[src/i2cm_pkg.sv]
package i2cm_pkg;

	// command codes
	localparam logic [2:0] CMD_NONE  = 3'd0;
	localparam logic [2:0] CMD_START = 3'd1;
	localparam logic [2:0] CMD_STOP  = 3'd2;
	localparam logic [2:0] CMD_WRITE = 3'd3;
	localparam logic [2:0] CMD_READ  = 3'd4;
	localparam logic [2:0] CMD_SCL   = 3'd5;

	// config register indexes
	localparam int unsigned CFG_IDX_W = 1;
	localparam logic [CFG_IDX_W-1:0] CFG_PHASE_TICKS   = 1'd0;
	localparam logic [CFG_IDX_W-1:0] CFG_STRETCH_LIMIT = 1'd1;

	localparam logic [7:0] PHASE_TICKS_RST   = 8'd1;
	localparam logic [7:0] STRETCH_LIMIT_RST = 8'd100;

	typedef struct packed {
		logic [2:0] command;
		logic [7:0] write_byte;
		logic       give_ack;
		logic       scl_force_level;
		logic       scl_in;
		logic       sda_in;
	} i2cm_tick_t;

	typedef struct packed {
		logic       scl_drive_low;
		logic       sda_drive_low;
		logic       busy_res;
		logic       done_res;
		logic [7:0] read_byte;
		logic       nack;
		logic       scl_seen;
	} i2cm_res_t;

	typedef struct packed {
		logic [3:0] step;
		logic [2:0] cmd;
		logic [2:0] bit_cnt;
		logic [7:0] shreg;
		logic [7:0] dly;
		logic [7:0] str;
		logic       ack;
		logic [7:0] rx;
		logic       nack;
		logic       scl;
		logic       sda;
	} i2cm_state_t;

endpackage

[src/i2cm_if.sv]
interface i2cm_in_if;
	logic       valid;
	logic       ready;
	logic [2:0] command;
	logic [7:0] write_byte;
	logic       give_ack;
	logic       scl_force_level;
	logic       scl_in;
	logic       sda_in;

	modport source (output valid, command, write_byte, give_ack, scl_force_level, scl_in,
		sda_in, input ready);
	modport sink (input valid, command, write_byte, give_ack, scl_force_level, scl_in,
		sda_in, output ready);
endinterface

interface i2cm_out_if;
	logic       valid;
	logic       ready;
	logic       scl_drive_low;
	logic       sda_drive_low;
	logic       busy_res;
	logic       done_res;
	logic [7:0] read_byte;
	logic       nack;
	logic       scl_seen;

	modport source (output valid, scl_drive_low, sda_drive_low, busy_res, done_res,
		read_byte, nack, scl_seen, input ready);
	modport sink (input valid, scl_drive_low, sda_drive_low, busy_res, done_res,
		read_byte, nack, scl_seen, output ready);
endinterface

interface i2cm_cfg_if;
	logic                             valid;
	logic                             ready;
	logic [i2cm_pkg::CFG_IDX_W-1:0]   idx;
	logic [7:0]                       wdata;

	modport source (output valid, idx, wdata, input ready);
	modport sink (input valid, idx, wdata, output ready);
endinterface

[src/i2cm_step.sv]
module i2cm_step (
	input  logic                 clk,
	input  logic                 arst_n,
	input  logic                 en,
	input  i2cm_pkg::i2cm_tick_t tick,
	input  logic [7:0]           phase_ticks,
	input  logic [7:0]           stretch_limit,
	output i2cm_pkg::i2cm_res_t  res
);

	// start / stop steps
	localparam logic [3:0] SS_DRV0 = 4'd0;
	localparam logic [3:0] SS_DRV1 = 4'd2;
	localparam logic [3:0] SS_DRV2 = 4'd4;
	localparam logic [3:0] SS_LAST = 4'd5;
	// write steps
	localparam logic [3:0] W_BIT     = 4'd0;
	localparam logic [3:0] W_SCL_HI  = 4'd1;
	localparam logic [3:0] W_STR     = 4'd2;
	localparam logic [3:0] W_SCL_LO  = 4'd4;
	localparam logic [3:0] W_ACK_REL = 4'd5;
	localparam logic [3:0] W_ACK_HI  = 4'd6;
	localparam logic [3:0] W_ACK_STR = 4'd7;
	localparam logic [3:0] W_ACK_SMP = 4'd8;
	localparam logic [3:0] W_LAST    = 4'd9;
	// read steps
	localparam logic [3:0] R_FIRST   = 4'd0;
	localparam logic [3:0] R_SCL_HI  = 4'd1;
	localparam logic [3:0] R_STR     = 4'd2;
	localparam logic [3:0] R_SMP     = 4'd3;
	localparam logic [3:0] R_SCL_LO  = 4'd5;
	localparam logic [3:0] R_ACK_DRV = 4'd6;
	localparam logic [3:0] R_ACK_HI  = 4'd7;
	localparam logic [3:0] R_ACK_STR = 4'd8;
	localparam logic [3:0] R_LAST    = 4'd10;

	localparam logic [2:0] BIT_LAST = 3'd7;

	i2cm_pkg::i2cm_state_t st_q, st_n;
	logic       is_str, adv, loop_bit, done;
	logic [7:0] limit, dly_inc;
	logic [3:0] last;

	// line changes made on entry to a step
	function automatic i2cm_pkg::i2cm_state_t enter_step(input i2cm_pkg::i2cm_state_t s);
		i2cm_pkg::i2cm_state_t r;
		r = s;
		r.dly = '0;
		r.str = '0;
		case (s.cmd)
			i2cm_pkg::CMD_START: begin
				case (s.step)
					SS_DRV0: begin
						r.scl = 1'b0;
						r.sda = 1'b0;
					end
					SS_DRV1: r.sda = 1'b1;
					SS_DRV2: r.scl = 1'b1;
					default: ;
				endcase
			end
			i2cm_pkg::CMD_STOP: begin
				case (s.step)
					SS_DRV0: r.sda = 1'b1;
					SS_DRV1: r.scl = 1'b0;
					SS_DRV2: r.sda = 1'b0;
					default: ;
				endcase
			end
			i2cm_pkg::CMD_WRITE: begin
				case (s.step) inside
					W_BIT: begin
						r.sda   = ~s.shreg[7];
						r.shreg = {s.shreg[6:0], 1'b0};
					end
					W_SCL_HI, W_ACK_HI: r.scl = 1'b0;
					W_SCL_LO, W_LAST:   r.scl = 1'b1;
					W_ACK_REL:          r.sda = 1'b0;
					default: ;
				endcase
			end
			i2cm_pkg::CMD_READ: begin
				case (s.step) inside
					R_SCL_HI, R_ACK_HI: r.scl = 1'b0;
					R_SCL_LO, R_LAST:   r.scl = 1'b1;
					R_ACK_DRV:          r.sda = s.ack;
					default: ;
				endcase
			end
			default: ;
		endcase
		return r;
	endfunction

	always_comb begin
		st_n     = st_q;
		adv      = 1'b0;
		done     = 1'b0;
		limit    = (phase_ticks == 8'd0) ? 8'd1 : phase_ticks;
		dly_inc  = st_q.dly + 8'd1;
		is_str   = ((st_q.cmd == i2cm_pkg::CMD_WRITE) &&
		            (st_q.step == W_STR || st_q.step == W_ACK_STR)) ||
		           ((st_q.cmd == i2cm_pkg::CMD_READ) &&
		            (st_q.step == R_STR || st_q.step == R_ACK_STR));
		loop_bit = (st_q.bit_cnt != BIT_LAST) &&
		           (((st_q.cmd == i2cm_pkg::CMD_WRITE) && (st_q.step == W_SCL_LO)) ||
		            ((st_q.cmd == i2cm_pkg::CMD_READ) && (st_q.step == R_SCL_LO)));
		if (st_q.cmd == i2cm_pkg::CMD_WRITE)
			last = W_LAST;
		else if (st_q.cmd == i2cm_pkg::CMD_READ)
			last = R_LAST;
		else
			last = SS_LAST;

		if (en) begin
			if (st_q.cmd != i2cm_pkg::CMD_NONE) begin
				if (is_str) begin
					// wait while the slave holds SCL low, bounded
					if (!tick.scl_in && (st_q.str < stretch_limit))
						st_n.str = st_q.str + 8'd1;
					else
						adv = 1'b1;
				end else begin
					st_n.dly = dly_inc;
					if (dly_inc >= limit) begin
						if ((st_q.cmd == i2cm_pkg::CMD_WRITE) && (st_q.step == W_ACK_SMP))
							st_n.nack = tick.sda_in;
						if ((st_q.cmd == i2cm_pkg::CMD_READ) && (st_q.step == R_SMP))
							st_n.shreg = {st_q.shreg[6:0], tick.sda_in};
						adv = 1'b1;
					end
				end
				if (adv) begin
					if (loop_bit) begin
						st_n.bit_cnt = st_q.bit_cnt + 3'd1;
						st_n.step    = W_BIT;
						st_n         = enter_step(st_n);
					end else if (st_q.step >= last) begin
						if (st_q.cmd == i2cm_pkg::CMD_READ) begin
							st_n.sda = 1'b0;
							st_n.rx  = st_n.shreg;
						end
						st_n.cmd     = i2cm_pkg::CMD_NONE;
						st_n.step    = SS_DRV0;
						st_n.bit_cnt = '0;
						st_n.dly     = '0;
						st_n.str     = '0;
						done         = 1'b1;
					end else begin
						st_n.step = st_q.step + 4'd1;
						st_n      = enter_step(st_n);
					end
				end
			end else if ((tick.command >= i2cm_pkg::CMD_START) &&
			             (tick.command <= i2cm_pkg::CMD_READ)) begin
				st_n.cmd     = tick.command;
				st_n.step    = R_FIRST;
				st_n.bit_cnt = '0;
				if (tick.command == i2cm_pkg::CMD_WRITE)
					st_n.shreg = tick.write_byte;
				if (tick.command == i2cm_pkg::CMD_READ) begin
					st_n.ack   = tick.give_ack;
					st_n.shreg = '0;
					st_n.sda   = 1'b0;
				end
				st_n = enter_step(st_n);
			end else if (tick.command == i2cm_pkg::CMD_SCL) begin
				st_n.scl = ~tick.scl_force_level;
				done     = 1'b1;
			end
		end
	end

	always_ff @(posedge clk or negedge arst_n) begin
		if (!arst_n) begin
			st_q <= '0;
		end else if (en) begin
			st_q <= st_n;
		end
	end

	always_comb begin
		res.scl_drive_low = st_n.scl;
		res.sda_drive_low = st_n.sda;
		res.busy_res      = (st_n.cmd != i2cm_pkg::CMD_NONE);
		res.done_res      = done;
		res.read_byte     = st_n.rx;
		res.nack          = st_n.nack;
		res.scl_seen      = tick.scl_in;
	end

endmodule

[src/i2c_master_byte_engine.sv]
// Open-drain I2C master, driven one bus tick per word.
// tick channel: one word per clock tick carrying the sampled SCL/SDA levels and,
//   while idle, an optional command (start, stop, write byte, read byte, set SCL).
//   Commands arriving while a sequence runs are dropped, as are unused codes.
// res channel: exactly one word per tick word, in order, carrying the line drives
//   after that tick, busy/done flags, last read byte, last ACK sample and SCL seen.
// cfg channel: phase_ticks (index 0) and stretch_limit (index 1); always ready;
//   the user must write them only while the engine is idle; the block does not enforce it.
// A tick word is registered in the input stage, then its result in the result register.
// Throughput: one word per cycle while res is taken; the sequencer is a single registered step
//   between the input stage and the result register.
// Stall: when res is not taken, the result register holds, the input stage holds,
//   and tick.ready drops once both are full; nothing is lost or repeated.
// Reset (arst_n low): drives released, engine idle, read_byte and nack zero,
//   phase_ticks = 1, stretch_limit = 100, both pipeline stages empty.
module i2c_master_byte_engine (
	input  logic       clk,
	input  logic       arst_n,
	i2cm_in_if.sink    tick,
	i2cm_out_if.source res,
	i2cm_cfg_if.sink   cfg
);

	logic                  v_s1;     // input stage full
	i2cm_pkg::i2cm_tick_t  tick_s1;
	logic                  out_v_q;  // result register full
	i2cm_pkg::i2cm_res_t   res_q;
	i2cm_pkg::i2cm_res_t   core_res;
	logic [7:0]            phase_q;
	logic [7:0]            stretch_q;
	logic                  out_free;
	logic                  fire;

	// result register can take a word when empty or being drained
	assign out_free   = !out_v_q || res.ready;
	assign fire       = v_s1 && out_free;
	assign tick.ready = !v_s1 || out_free;
	assign cfg.ready  = 1'b1;

	// input stage
	always_ff @(posedge clk or negedge arst_n) begin
		if (!arst_n) begin
			v_s1 <= 1'b0;
		end else if (tick.ready) begin
			v_s1 <= tick.valid;
		end
	end

	always_ff @(posedge clk) begin
		if (tick.valid && tick.ready) begin
			tick_s1.command         <= tick.command;
			tick_s1.write_byte      <= tick.write_byte;
			tick_s1.give_ack        <= tick.give_ack;
			tick_s1.scl_force_level <= tick.scl_force_level;
			tick_s1.scl_in          <= tick.scl_in;
			tick_s1.sda_in          <= tick.sda_in;
		end
	end

	// config registers
	always_ff @(posedge clk or negedge arst_n) begin
		if (!arst_n) begin
			phase_q   <= i2cm_pkg::PHASE_TICKS_RST;
			stretch_q <= i2cm_pkg::STRETCH_LIMIT_RST;
		end else if (cfg.valid) begin
			unique case (cfg.idx)
				i2cm_pkg::CFG_PHASE_TICKS:   phase_q   <= cfg.wdata;
				i2cm_pkg::CFG_STRETCH_LIMIT: stretch_q <= cfg.wdata;
				default: ;
			endcase
		end
	end

	// sequencer: state advances once per tick word
	i2cm_step u_step (
		.clk           (clk),
		.arst_n        (arst_n),
		.en            (fire),
		.tick          (tick_s1),
		.phase_ticks   (phase_q),
		.stretch_limit (stretch_q),
		.res           (core_res)
	);

	// result register
	always_ff @(posedge clk or negedge arst_n) begin
		if (!arst_n) begin
			out_v_q <= 1'b0;
		end else if (out_free) begin
			out_v_q <= v_s1;
		end
	end

	always_ff @(posedge clk) begin
		if (fire) begin
			res_q <= core_res;
		end
	end

	assign res.valid         = out_v_q;
	assign res.scl_drive_low = res_q.scl_drive_low;
	assign res.sda_drive_low = res_q.sda_drive_low;
	assign res.busy_res      = res_q.busy_res;
	assign res.done_res      = res_q.done_res;
	assign res.read_byte     = res_q.read_byte;
	assign res.nack          = res_q.nack;
	assign res.scl_seen      = res_q.scl_seen;

`ifndef SYNTHESIS
	// a finished sequence or SCL force never leaves the engine busy
	a_done_not_busy: assert property (@(posedge clk) disable iff (!arst_n)
		(out_v_q && res_q.done_res) |-> !res_q.busy_res)
		else $error("done_res with busy_res set");

	// a held input word stays put until the sequencer consumes it
	a_s1_hold: assert property (@(posedge clk) disable iff (!arst_n)
		(v_s1 && !out_free) |=> (v_s1 && $stable(tick_s1)))
		else $error("input stage lost or changed a word while stalled");

	// every sequencer step fills the result register
	a_fire_fills: assert property (@(posedge clk) disable iff (!arst_n)
		fire |=> out_v_q)
		else $error("sequencer step produced no result word");
`endif

endmodule

[src/flat_wrapper.sv]
// flat-port wrapper written by rule: the top's interface ports become plain ports
module i2c_master_byte_engine_flat 
  (clk, arst_n, tick_valid, tick_command, tick_write_byte, tick_give_ack, tick_scl_force_level, tick_scl_in, tick_sda_in, tick_ready, res_valid, res_scl_drive_low, res_sda_drive_low, res_busy_res, res_done_res, res_read_byte, res_nack, res_scl_seen, res_ready, cfg_valid, cfg_idx, cfg_wdata, cfg_ready);
  i2cm_in_if tick_i ();
  i2cm_out_if res_i ();
  i2cm_cfg_if cfg_i ();
  input  logic clk;
  input  logic arst_n;
  input wire logic [$bits(tick_i.valid)-1:0] tick_valid;
  input wire logic [$bits(tick_i.command)-1:0] tick_command;
  input wire logic [$bits(tick_i.write_byte)-1:0] tick_write_byte;
  input wire logic [$bits(tick_i.give_ack)-1:0] tick_give_ack;
  input wire logic [$bits(tick_i.scl_force_level)-1:0] tick_scl_force_level;
  input wire logic [$bits(tick_i.scl_in)-1:0] tick_scl_in;
  input wire logic [$bits(tick_i.sda_in)-1:0] tick_sda_in;
  output wire logic [$bits(tick_i.ready)-1:0] tick_ready;
  output wire logic [$bits(res_i.valid)-1:0] res_valid;
  output wire logic [$bits(res_i.scl_drive_low)-1:0] res_scl_drive_low;
  output wire logic [$bits(res_i.sda_drive_low)-1:0] res_sda_drive_low;
  output wire logic [$bits(res_i.busy_res)-1:0] res_busy_res;
  output wire logic [$bits(res_i.done_res)-1:0] res_done_res;
  output wire logic [$bits(res_i.read_byte)-1:0] res_read_byte;
  output wire logic [$bits(res_i.nack)-1:0] res_nack;
  output wire logic [$bits(res_i.scl_seen)-1:0] res_scl_seen;
  input wire logic [$bits(res_i.ready)-1:0] res_ready;
  input wire logic [$bits(cfg_i.valid)-1:0] cfg_valid;
  input wire logic [$bits(cfg_i.idx)-1:0] cfg_idx;
  input wire logic [$bits(cfg_i.wdata)-1:0] cfg_wdata;
  output wire logic [$bits(cfg_i.ready)-1:0] cfg_ready;
  assign tick_i.valid = tick_valid;
  assign tick_i.command = tick_command;
  assign tick_i.write_byte = tick_write_byte;
  assign tick_i.give_ack = tick_give_ack;
  assign tick_i.scl_force_level = tick_scl_force_level;
  assign tick_i.scl_in = tick_scl_in;
  assign tick_i.sda_in = tick_sda_in;
  assign tick_ready = tick_i.ready;
  assign res_valid = res_i.valid;
  assign res_scl_drive_low = res_i.scl_drive_low;
  assign res_sda_drive_low = res_i.sda_drive_low;
  assign res_busy_res = res_i.busy_res;
  assign res_done_res = res_i.done_res;
  assign res_read_byte = res_i.read_byte;
  assign res_nack = res_i.nack;
  assign res_scl_seen = res_i.scl_seen;
  assign res_i.ready = res_ready;
  assign cfg_i.valid = cfg_valid;
  assign cfg_i.idx = cfg_idx;
  assign cfg_i.wdata = cfg_wdata;
  assign cfg_ready = cfg_i.ready;
  i2c_master_byte_engine u_core (.clk(clk), .arst_n(arst_n), .tick(tick_i), .res(res_i), .cfg(cfg_i));
endmodule
[config.mk]
export PLATFORM = sky130hd
export DESIGN_NAME = i2c_master_byte_engine_flat
export DESIGN_NICKNAME = d
export VERILOG_FILES = /design/src/i2cm_pkg.sv /design/src/i2cm_if.sv /design/src/i2cm_step.sv /design/src/i2c_master_byte_engine.sv /design/src/flat_wrapper.sv
export SDC_FILE = /design/constraint.sdc
export NUM_CORES = 1
export LEC_CHECK = 0
export BUFFER_PORTS_ARGS = -buffer_cell sky130_fd_sc_hd__clkbuf_2
export CAP_MARGIN = 30
export CORE_ASPECT_RATIO = 1.2
export CORE_MARGIN = 4
export CORE_UTILIZATION = 35
export DETAILED_ROUTE_END_ITERATION = 16
export GPL_TIMING_DRIVEN = 0
export PLACE_DENSITY = 0.51
export SETUP_SLACK_MARGIN = 0.1
export SLEW_MARGIN = 15
export SYNTH_ARGS = -nofsm -noshare
export SYNTH_HDL_FRONTEND = slang
export SYNTH_SLANG_ARGS = --single-unit
[constraint.sdc]
create_clock -name clk -period 4.4 [get_ports clk]
set_clock_uncertainty 0.05 [all_clocks]
set_input_delay 0.88 -clock clk [delete_from_list [all_inputs] [get_ports clk]]
set_output_delay 0.88 -clock clk [all_outputs]
set_load 0.05 [all_outputs]
# [After elaboration in Yosys (flattened, before gate mapping)]
# Cells that the tools add are included.
[word_totals] reg_bits=93 input_bits=29 output_inout_bits=17 wordCells=179
[classes] reduce_logical=37 n_lt_le_gt_ge=5 add_sub_neg=4 n_eq_ne=29 bitwise=5 muxes=71
[op_table] operator="46-bit 2-to-1 mux" count=3
[op_table] operator="8-bit 2-to-1 mux" count=17
[op_table] operator="16-bit 2-to-1 mux" count=3
[op_table] operator="44-bit 2-to-1 mux" count=1
[op_table] operator="42-bit 2-to-1 mux" count=1
[op_table] operator="1-bit 2-to-1 mux" count=37
[op_table] operator="4-bit by 3-bit equality test with 1-bit output, second input constant" count=7
[op_table] operator="8-bit by 1-bit adder with 8-bit output, second input constant" count=2
[op_table] operator="3-bit by 2-bit equality test with 1-bit output, second input constant" count=4
[op_table] operator="4-bit by 2-bit equality test with 1-bit output, second input constant" count=3
[op_table] operator="4-bit equality test, second input constant" count=3
[op_table] operator="4-bit AND reduction" count=3
[op_table] operator="1-bit logical AND" count=11
[op_table] operator="10-bit 2-to-1 mux" count=1
[op_table] operator="3-bit equality test, second input constant" count=3
[op_table] operator="8-bit greater-or-equal comparator" count=1
[op_table] operator="8-bit zero test" count=1
[op_table] operator="8-bit less-than comparator" count=1
[op_table] operator="4-bit 2-to-1 mux" count=2
[op_table] operator="2-bit case mux with 4 select lines" count=1
[op_table] operator="2-bit OR reduction" count=4
[op_table] operator="3-bit by 1-bit equality test with 1-bit output, second input constant" count=2
[op_table] operator="1-bit logical OR" count=6
[op_table] operator="3-bit by 2-bit != test with 1-bit output, second input constant" count=2
[op_table] operator="19 further kinds" count=32

# [Longest topological paths before layout]
# Gate-level depths: netlist of the first run.
[depth] word_depth=16 ltp_mapped=14 ltp_nobuf=12

# [Cells and area by module]
# From an unflattened synthesis of the first run, not the netlist that was laid out.
[hier_totals] hier_cells=509 hier_area_um2=5306.3
[modules_own_cells] module="i2cm_step" seq_area_each_um2=1151.1 cells_per_inst=435 instances=1 area_each_um2=3688.5
[modules_own_cells] module="i2c_master_byte_engine" seq_area_each_um2=1326.3 cells_per_inst=74 instances=1 area_each_um2=1617.8

# [Worst setup path after synthesis of the first run]
# Ideal clock, no wire load.
[synth_timing] kind="flip-flop to flip-flop" startpoint="register u_core.u_step.st_q[20] (netlist name)" endpoint="register u_core.res_q (netlist bit u_core.res.read_byte[7]), data pin" path_stages_with_launch=12 setup_ns=0.260 path_buffers=0 slack_ns=0.810 synth_period_minus_slack_ns=3.590 required_time_ns=4.090 arrival_ns=3.280 cell_sequence="dfrtp_1 > and3_1 > and3_1 > and3_1 > xor2_1 > ha_1 > and3_1 > nand2_1 > o31a_1 > nor4_1 > mux2_2 > mux2_2"
[synth_lines] item="from (decl)" line="i2cm_step.sv:39" rtl="i2cm_pkg::i2cm_state_t st_q, st_n;"
[synth_lines] item="from (signal assigned)" line="i2cm_step.sv:178" rtl="st_q <= st_n;"
[synth_lines] item="to (signal assigned)" line="i2c_master_byte_engine.sv:96" rtl="res_q <= core_res;"
[synth_lines] item="to (decl)" line="i2c_master_byte_engine.sv:27" rtl="i2cm_pkg::i2cm_res_t res_q;"

==> results of run 1 <==
## cell usage after synthesis, types with 5 or more instances
cell | count | area (um2)
nand4_1 | 6 | 37.54
a31oi_1 | 7 | 43.79
a21oi_1 | 12 | 60.06
dfrtp_1 | 60 | 1501
inv_1 | 31 | 116.4
nor2_1 | 18 | 67.56
o2111ai_1 | 8 | 70.07
ha_1 | 29 | 362.9
mux2_2 | 28 | 315.3
nor3_1 | 6 | 30.03
clkbuf_1 | 11 | 41.29
xnor2_1 | 6 | 52.55
nor2b_1 | 7 | 43.79
nand2_1 | 53 | 198.9
edfxtp_1 | 29 | 870.8
o31ai_1 | 8 | 60.06
a22oi_1 | 9 | 67.56
a32o_1 | 5 | 50.05
o21ai_0 | 28 | 140.1
a21o_1 | 6 | 45.04
nand2b_1 | 10 | 62.56
nand3_1 | 24 | 120.1
and3_1 | 5 | 31.28
## state kept, by name, summed over array words and instances (netlist names)
signal                    count
u_core.v_s1                   1
u_core.tick_s1               15
u_core.res.nack               1
u_core.u_step.st_q           46
u_core.stretch_q              8
u_core.res.done_res           1
u_core.res.scl_drive_low      1
u_core.res.read_byte          8
u_core.res.scl_seen           1
u_core.res.sda_drive_low      1
u_core.res.busy_res           1
u_core.phase_q                8
u_core.res.valid              1
## placed cells by master, fill, tap and decap left out, drive strengths merged, types with 9 or more instances in the layout
| cell | n |
|---|---|
| clkbuf | 68 |
| dfrtp | 60 |
| nand2 | 53 |
| inv | 33 |
| ha | 29 |
| edfxtp | 29 |
| mux2 | 29 |
| o21ai | 29 |
| nand3 | 25 |
| nor2 | 18 |
| a21oi | 13 |
| buf | 11 |
| nand2b | 10 |
| a22oi | 9 |
## cells by family (layout without fill, tap and decap cells)
group / Yosys count / after routing / share of synthesized area [%]
compound gates: 135 / 135 / 18.91
other cells: 1 / 1 / 0.07049
simple gates: 154 / 154 / 14.89
buf+inv: 51 / 115 / 4.210
fa+ha+maj: 29 / 29 / 6.820
flops: 93 / 93 / 46.57
mux: 33 / 33 / 6.891
xor+xnor: 10 / 10 / 1.646
## final cells by class
cell class                 count  area, um2
buffer                        19      103.9
tap                          204      255.2
fill                        1529       8801
multi-input combinational    362       2631
clock buffer                  12      279.0
inverter                      32      120.1
sequential                    93       2477
clock inverter                 4      26.28
timing repair buffer          48      265.3
## per-layer routing
layer / up-vias / GRT usage (%)
met3: 17 / 2.456
met4: 0 / 5.788
li1: 2039 / -
met5: - / 0
met1: 2025 / 19.47
met2: 79 / 26.99
## power groups by stage
stage	registers, mW	logic, mW	clock network [mW]
6_report	1.20	1.32	0.794
5_1_grt	1.22	1.46	0.855
4_1_cts	1.20	1.33	0.822
3_5_place_dp	1.21	1.32	0
3_3_place_gp	1.21	1.29	0
2_1_floorplan	1.25	0.910	0
## how the worst min path moves through the flow
stage,end,slack [ns],from
after floorplan,u_core.u_step.st_q[11],0.41,u_core.tick_s1[3]
after global placement,u_core.u_step.st_q[11],0.42,u_core.tick_s1[3]
after detailed placement,u_core.u_step.st_q[36],0.43,u_core.u_step.st_q[36]
after CTS,u_core.u_step.st_q[20],0.38,arst_n
after global routing,u_core.u_step.st_q[20],0.39,arst_n
final,u_core.u_step.st_q[20],0.38,arst_n
## worst reg2reg max path: stages (launching register included)
cell and delay (ns):
dfrtp_1 0.45, and3_1 0.22, and3_1 0.19, and3_1 0.19, xor2_1 0.16, ha_1 0.30, and3_1 0.17, nand2_1 0.06
o31a_1 0.35, and2_1 0.18, buf_2 0.18, a21oi_2 0.48, nand3_4 0.25, buf_6 0.23, mux2_1 0.31
==> out/qor.yml, run 1 <==
grt:
  antenna_found_initial: 0
  grt_usage_pct: 15.52
  grt_overflow: 0
  grt_pass1_wl_um: 21250
  grt_pass1_vias: 4181
  grt_max_degree: 52
worst_setup_path:
  worstPathCellList: "and3_1 > and3_1 > and3_1 > xor2_1 > ha_1 > and3_1 > nand2_1 > o31a_1 > and2_1 > buf_2 > a21oi_2 > nand3_4 > buf_6 > mux2_1"
  cpPeakStageDelay_ns: 0.48
  path_class: "register to register"
  path_buf_inv: 2
  worst_setup_path_end_kind: "register"
  crit_path_frequent_cell: "and3_1"
  regToRegEndpoint: "u_core.res.read_byte[5]"
  worstRegToRegCells: 14
  worst_ep_arrival_time_ns: 4.06
  cp_max_fo: 10
  crit_start: "u_core.u_step.st_q[20]"
  cp_slowest_cell: "a21oi_2"
  crit_required_ns: 4.45
  crit_end: "u_core.res.read_byte[5]"
  cp_num_cells: 14
  start_kind: "register"
  r2r-start: "u_core.u_step.st_q[20]"
  ff2ff_setup_slack_ns: 0.40
  cp_top_family: "simple AND/OR/NAND/NOR gates"
finish:
  drive_above_1_share_pct: 20.18
  final_cell_area_mm2: 0.006158
  syn2layout_area_growth_pct: 15.76
  final_util_pct: 41.17
  finalNetCount: 623
  layoutNonFillerInstCount: 774
  num_antenna_cells: 0
hold_path:
  hold_class: "input pin to async pin"
floorplanning:
  die-area_mm2: 0.01724
  initial_utilization_pct: 35.56
  io_pins: 46
  core_area_mm2: 0.01496
  row_count: 49
  die_w_um: 120.5
  die_h_um: 143.1
drt:
  firstDrtPassIters: 4
  num_vias: 4160
  drt-total-wl_um: 12830
  drtIter0Drc: 247
  m1WireLength_um: 5797
  avgRoutedWirePerCell_um: 16.57
  drc: 0
  wl_met3_um: 446
  top_layer: "met4"
  antenna_left: 0
  avgViaCountPerCell: 5.375
  route.met2.wl_um: 6326
logic_synthesis:
  syn-instance-count: 506
  ys_async_sr_fraction_pct: 68.82
  synthesis.area_mm2: 0.005320
  synth_area_per_cell_um2: 10.51
  syn-num-nets: 564
  synth-main-ff-cell: "dfrtp_1"
  yosys.cell_types.count: 81
  yosys_warnings: 0
  synth_seq_cells: 93
  synth_edf_count: 29
  yosysSeqAreaShare_pct: 46.57
timing:
  slew_headroom_pct: 38.99
  slew_violations: 0
  fmax_ghz: 0.2498
  post-route-min-period_ns: 4.004
  fin_crit_sh_pct: 90.99
  hold_ws_ns: 0.3762
  worstMarginPinSlew_ns: 0.9034
  setup_viol: 0
  layout_setup_ws_ns: 0.3965
  tns_ns: 0
  grt_setup_unrepaired: "no"
  hold_violations: 0
place:
  dpl.cell_count: 757
  dpl_worst_slack_ns: 0.4000
  port_buffers: 44
  dp_hpwl_um: 9483
  place_area_mm2: 0.005848
  finalWeightedCongestion: 0.8180
cts:
  insertion_delay_ns: 0.35
  path_clk_slew_ns: 0.07
  root_buffer: "clkbuf_16"
  cts_setup_buffers: 0
  htree_levels: 3
  numCtsBuffers: 9
  cts_resized: 0
  cts.sinks: 93
  cts_tree: "done"
  cts_buffer_depth: 2
  cts_hold_buf: 0
power_and_ir_drop:
  p_total_mw: 3.317
  p_per_area_mw_per_mm2: 538.6
  sequentialPowerShare_pct: 36.1
  p_switching_mw: 1.296
  p_sw_share_pct: 39.08
  total_leakage_power_nw: 2.628
  max-vdd-ir-drop_mv: 0.2550
  p_int_mw: 2.021
  p_clk_share_pct: 23.9
  power_frac_comb_pct: 39.9
run:
  max_cap_violations: 0
run_status:
  status: "completed"
No activity file was read; power rests on OpenSTA's default activity.
==> run 2: changes to the inputs <==
--- a/config.mk
+++ b/config.mk
@@ -17,4 +17,5 @@
 export SLEW_MARGIN = 15
 export SYNTH_ARGS = -nofsm -noshare
 export SYNTH_HDL_FRONTEND = slang
+export SYNTH_HIERARCHICAL = 1
 export SYNTH_SLANG_ARGS = --single-unit
==> out/qor.yml, run 2 <==
worst_setup_path:
  worstPathCellList: "and3_1 > and3_1 > and3_1 > xor2_1 > ha_1 > nand4_1 > nor2_1 > a221oi_2 > nand2b_1 > nor3_1 > buf_1 > mux2i_1 > o21ai_0 > buf_4"
  r2r-start: "u_core/u_step/st_q[20]"
  cp_max_fo: 9  # -1
  worst_setup_path_end_kind: "register"
  crit_end: "u_core/res.read_byte[1]"
  cp_slowest_cell: "buf_1"
  start_kind: "register"
  path_class: "register to register"
  ff2ff_setup_slack_ns: 0.63  # +0.23 ns
  path_buf_inv: 2  # unchanged
  crit_path_frequent_cell: "and3_1"
  regToRegEndpoint: "u_core/res.read_byte[1]"
  cp_top_family: "simple AND/OR/NAND/NOR gates"
  cp_num_cells: 14  # unchanged
  crit_required_ns: 4.46  # about the same
  crit_start: "u_core/u_step/st_q[20]"
  worst_ep_arrival_time_ns: 3.83  # -0.23 ns
  worstRegToRegCells: 14  # unchanged
  cpPeakStageDelay_ns: 0.49  # about the same
power_and_ir_drop:
  power_frac_comb_pct: 32.3  # -7.6 points
  p_clk_share_pct: 27.6  # +3.7 points
  sequentialPowerShare_pct: 40.1  # +4.0 points
  p_per_area_mw_per_mm2: 470.4  # -13%
  total_leakage_power_nw: 2.699  # +2.7%
  p_sw_share_pct: 36.06  # -3.0 points
  max-vdd-ir-drop_mv: 0.2113  # -17%
  p_int_mw: 1.838  # -9.0%
  p_switching_mw: 1.037  # -20%
  p_total_mw: 2.875  # -13%
grt:
  antenna_found_initial: 0  # unchanged
  grt_max_degree: 38  # -27%
  grt_usage_pct: 14.20  # -1.3 points
  grt_pass1_wl_um: 19560  # -7.9%
  grt_pass1_vias: 3915  # -6.4%
  grt_overflow: 0  # unchanged
finish:
  num_antenna_cells: 0  # unchanged
  final_common_cell: "dfrtp_1"
  final_util_pct: 40.85  # -0.32 points
  largestRegisters: "u_core/u_step/st_q x46, u_core/tick_s1 x15"
  largest_reg_flops: 46  # unchanged
  layout_common_cells: "60 x dfrtp_1, 50 x o21ai_0, 46 x nand2_1"
  layoutNonFillerInstCount: 774  # unchanged
  drive_above_1_share_pct: 21.75  # +1.6 points
  final_cell_area_mm2: 0.006111  # -0.77%
  finalNetCount: 623  # unchanged
  syn2layout_area_growth_pct: 15.16
  regMostFlops: "u_core/u_step/st_q"
logic_synthesis:
  post-synth-top-count-cell: "dfrtp_1"
  synth_area_per_cell_um2: 10.43  # -0.85%
  synth_seq_cells: 93  # unchanged
  syn-num-nets: 567  # +0.53%
  synth_top_cell_by_area: "dfrtp_1"
  synth-main-ff-cell: "dfrtp_1"
  synth_edf_count: 29  # unchanged
  yosysTopAreaCellShare_pct: 28.30  # +0.073 points
  synth_common_cells: "60 x dfrtp_1, 50 x o21ai_0, 46 x nand2_1, 32 x inv_1"
  ys_async_sr_fraction_pct: 68.82  # unchanged
  yosys.cell_types.count: 70  # -14%
  syn-instance-count: 509  # +0.59%
  yosys_warnings: 6  # +6
  synth_area_leaders: "dfrtp_1 28%, edfxtp_1 16%, ha_1 6.8%, o21ai_0 4.7%, nand2_1 3.3%"
  synthesis.area_mm2: 0.005306  # -0.26%
  yosysSeqAreaShare_pct: 46.69  # +0.12 points
cts:
  root_buffer: "clkbuf_16"
  cts_buffer_depth: 2  # unchanged
  cts_tree: "done"
  cts_hold_buf: 0  # unchanged
  numCtsBuffers: 9  # unchanged
  path_clk_slew_ns: 0.07  # about the same
  cts_setup_buffers: 0  # unchanged
  htree_levels: 3  # unchanged
  cts_resized: 0  # unchanged
  insertion_delay_ns: 0.34  # about the same
  cts.sinks: 93  # unchanged
place:
  dpl.cell_count: 758  # +0.13%
  dpl_worst_slack_ns: 0.5800  # +0.1800 ns
  finalWeightedCongestion: 0.8188  # about the same
  port_buffers: 44  # unchanged
  dp_hpwl_um: 9012  # -5.0%
  place_area_mm2: 0.005804  # -0.75%
drt:
  drc: 0  # unchanged
  avgRoutedWirePerCell_um: 15.22  # -8.2%
  num_vias: 3904  # -6.2%
  avgViaCountPerCell: 5.044  # -6.2%
  drt-total-wl_um: 11780  # -8.2%
  antenna_left: 0  # unchanged
  drtIter0Drc: 143  # -42%
  firstDrtPassIters: 4  # unchanged
run:
  max_cap_violations: 0  # unchanged
run_status:
  status: "completed"
floorplanning:
  die-area_mm2: 0.01720  # -0.24%
  core_area_mm2: 0.01496  # unchanged
  io_pins: 46  # unchanged
  die_h_um: 142.9  # -0.12%
  initial_utilization_pct: 35.47  # -0.092 points
  die_w_um: 120.4  # -0.12%
  row_count: 49  # unchanged
timing:
  fin_crit_sh_pct: 85.76  # -5.2 points
  hold_ws_ns: 0.4099  # +0.03370 ns
  hold_violations: 0  # unchanged
  slew_headroom_pct: 40.85  # +1.9 points
  setup_viol: 0  # unchanged
  layout_setup_ws_ns: 0.6266  # +0.2301 ns
  tns_ns: 0  # unchanged
  fmax_ghz: 0.2650  # +6.1%
  post-route-min-period_ns: 3.773  # -0.2301 ns
  worstMarginPinSlew_ns: 0.8873  # -0.01608 ns
  slew_violations: 0  # unchanged
  grt_setup_unrepaired: "no"
hold_path:
  hold_class: "register to register"
-- run 2: cell count changes in the layout (fill, tap and decap cells not counted), sizes merged, moves of 9 or more --
| cell | delta |
|---|---|
| a22oi | -9 |
| buf | +14 |
| mux2i | +10 |
| nand3 | -11 |
| o21ai | +24 |
-- run 2: logic make-up (layout without fill, tap and decap cells) --
kind of cell	count (synthesis)	count (layout)	share of synthesized area, %
compound gates	123	123	15.80
xor+xnor	12	12	1.981
mux	35	35	7.734
fa+ha+maj	29	29	6.838
flops	93	93	46.69
simple gates	152	152	14.81
buf+inv	64	125	6.083
other cells	1	1	0.07067
-- run 2: final cells by class --
cell class	instances	area (um2)
buffer	32	202.7
clock buffer	10	250.2
clock inverter	6	56.30
fill	1513	8848
inverter	32	120.1
multi-input combinational	352	2506
sequential	93	2477
tap	204	255.2
timing repair buffer	45	242.7
-- run 2: tightest hold or removal path: stages (launching register included) --
cell      delay, ns
edfxtp_1       0.32
nand2_1        0.04
o221ai_1       0.06
-- run 2: metal layers --
| layer | share of wire, % | GRT usage, % |
|---|---|---|
| met5 | 0 | 0 |
| met4 | 2.2 | 5.012 |
| met3 | 3.8 | 2.575 |
| met1 | 44 | 18.14 |
| met2 | 50 | 24.23 |
-- run 2: power groups by stage --
stage          registers [mW]  logic [mW]  clock network [mW]
2_1_floorplan            1.18       0.662                   0
3_3_place_gp             1.17       0.907                   0
3_5_place_dp             1.17       0.933                   0
4_1_cts                  1.15       0.937               0.820
5_1_grt                  1.18        1.06               0.862
6_report                 1.15       0.928               0.794
-- run 2: worst min-delay path by stage --
stage / from / to / slack (ns) / cells after the start
2_1_floorplan: u_core/tick_s1[5] / u_core/u_step/st_q[30] / 0.38 / 2
3_3_place_gp: u_core/tick_s1[9] / u_core/u_step/st_q[34] / 0.40 / 2
3_5_place_dp: u_core/tick_s1[9] / u_core/u_step/st_q[34] / 0.40 / 2
4_1_cts: u_core/tick_s1[9] / u_core/u_step/st_q[34] / 0.41 / 2
5_1_grt: u_core/tick_s1[9] / u_core/u_step/st_q[34] / 0.44 / 2
6_report: u_core/tick_s1[9] / u_core/u_step/st_q[34] / 0.41 / 2
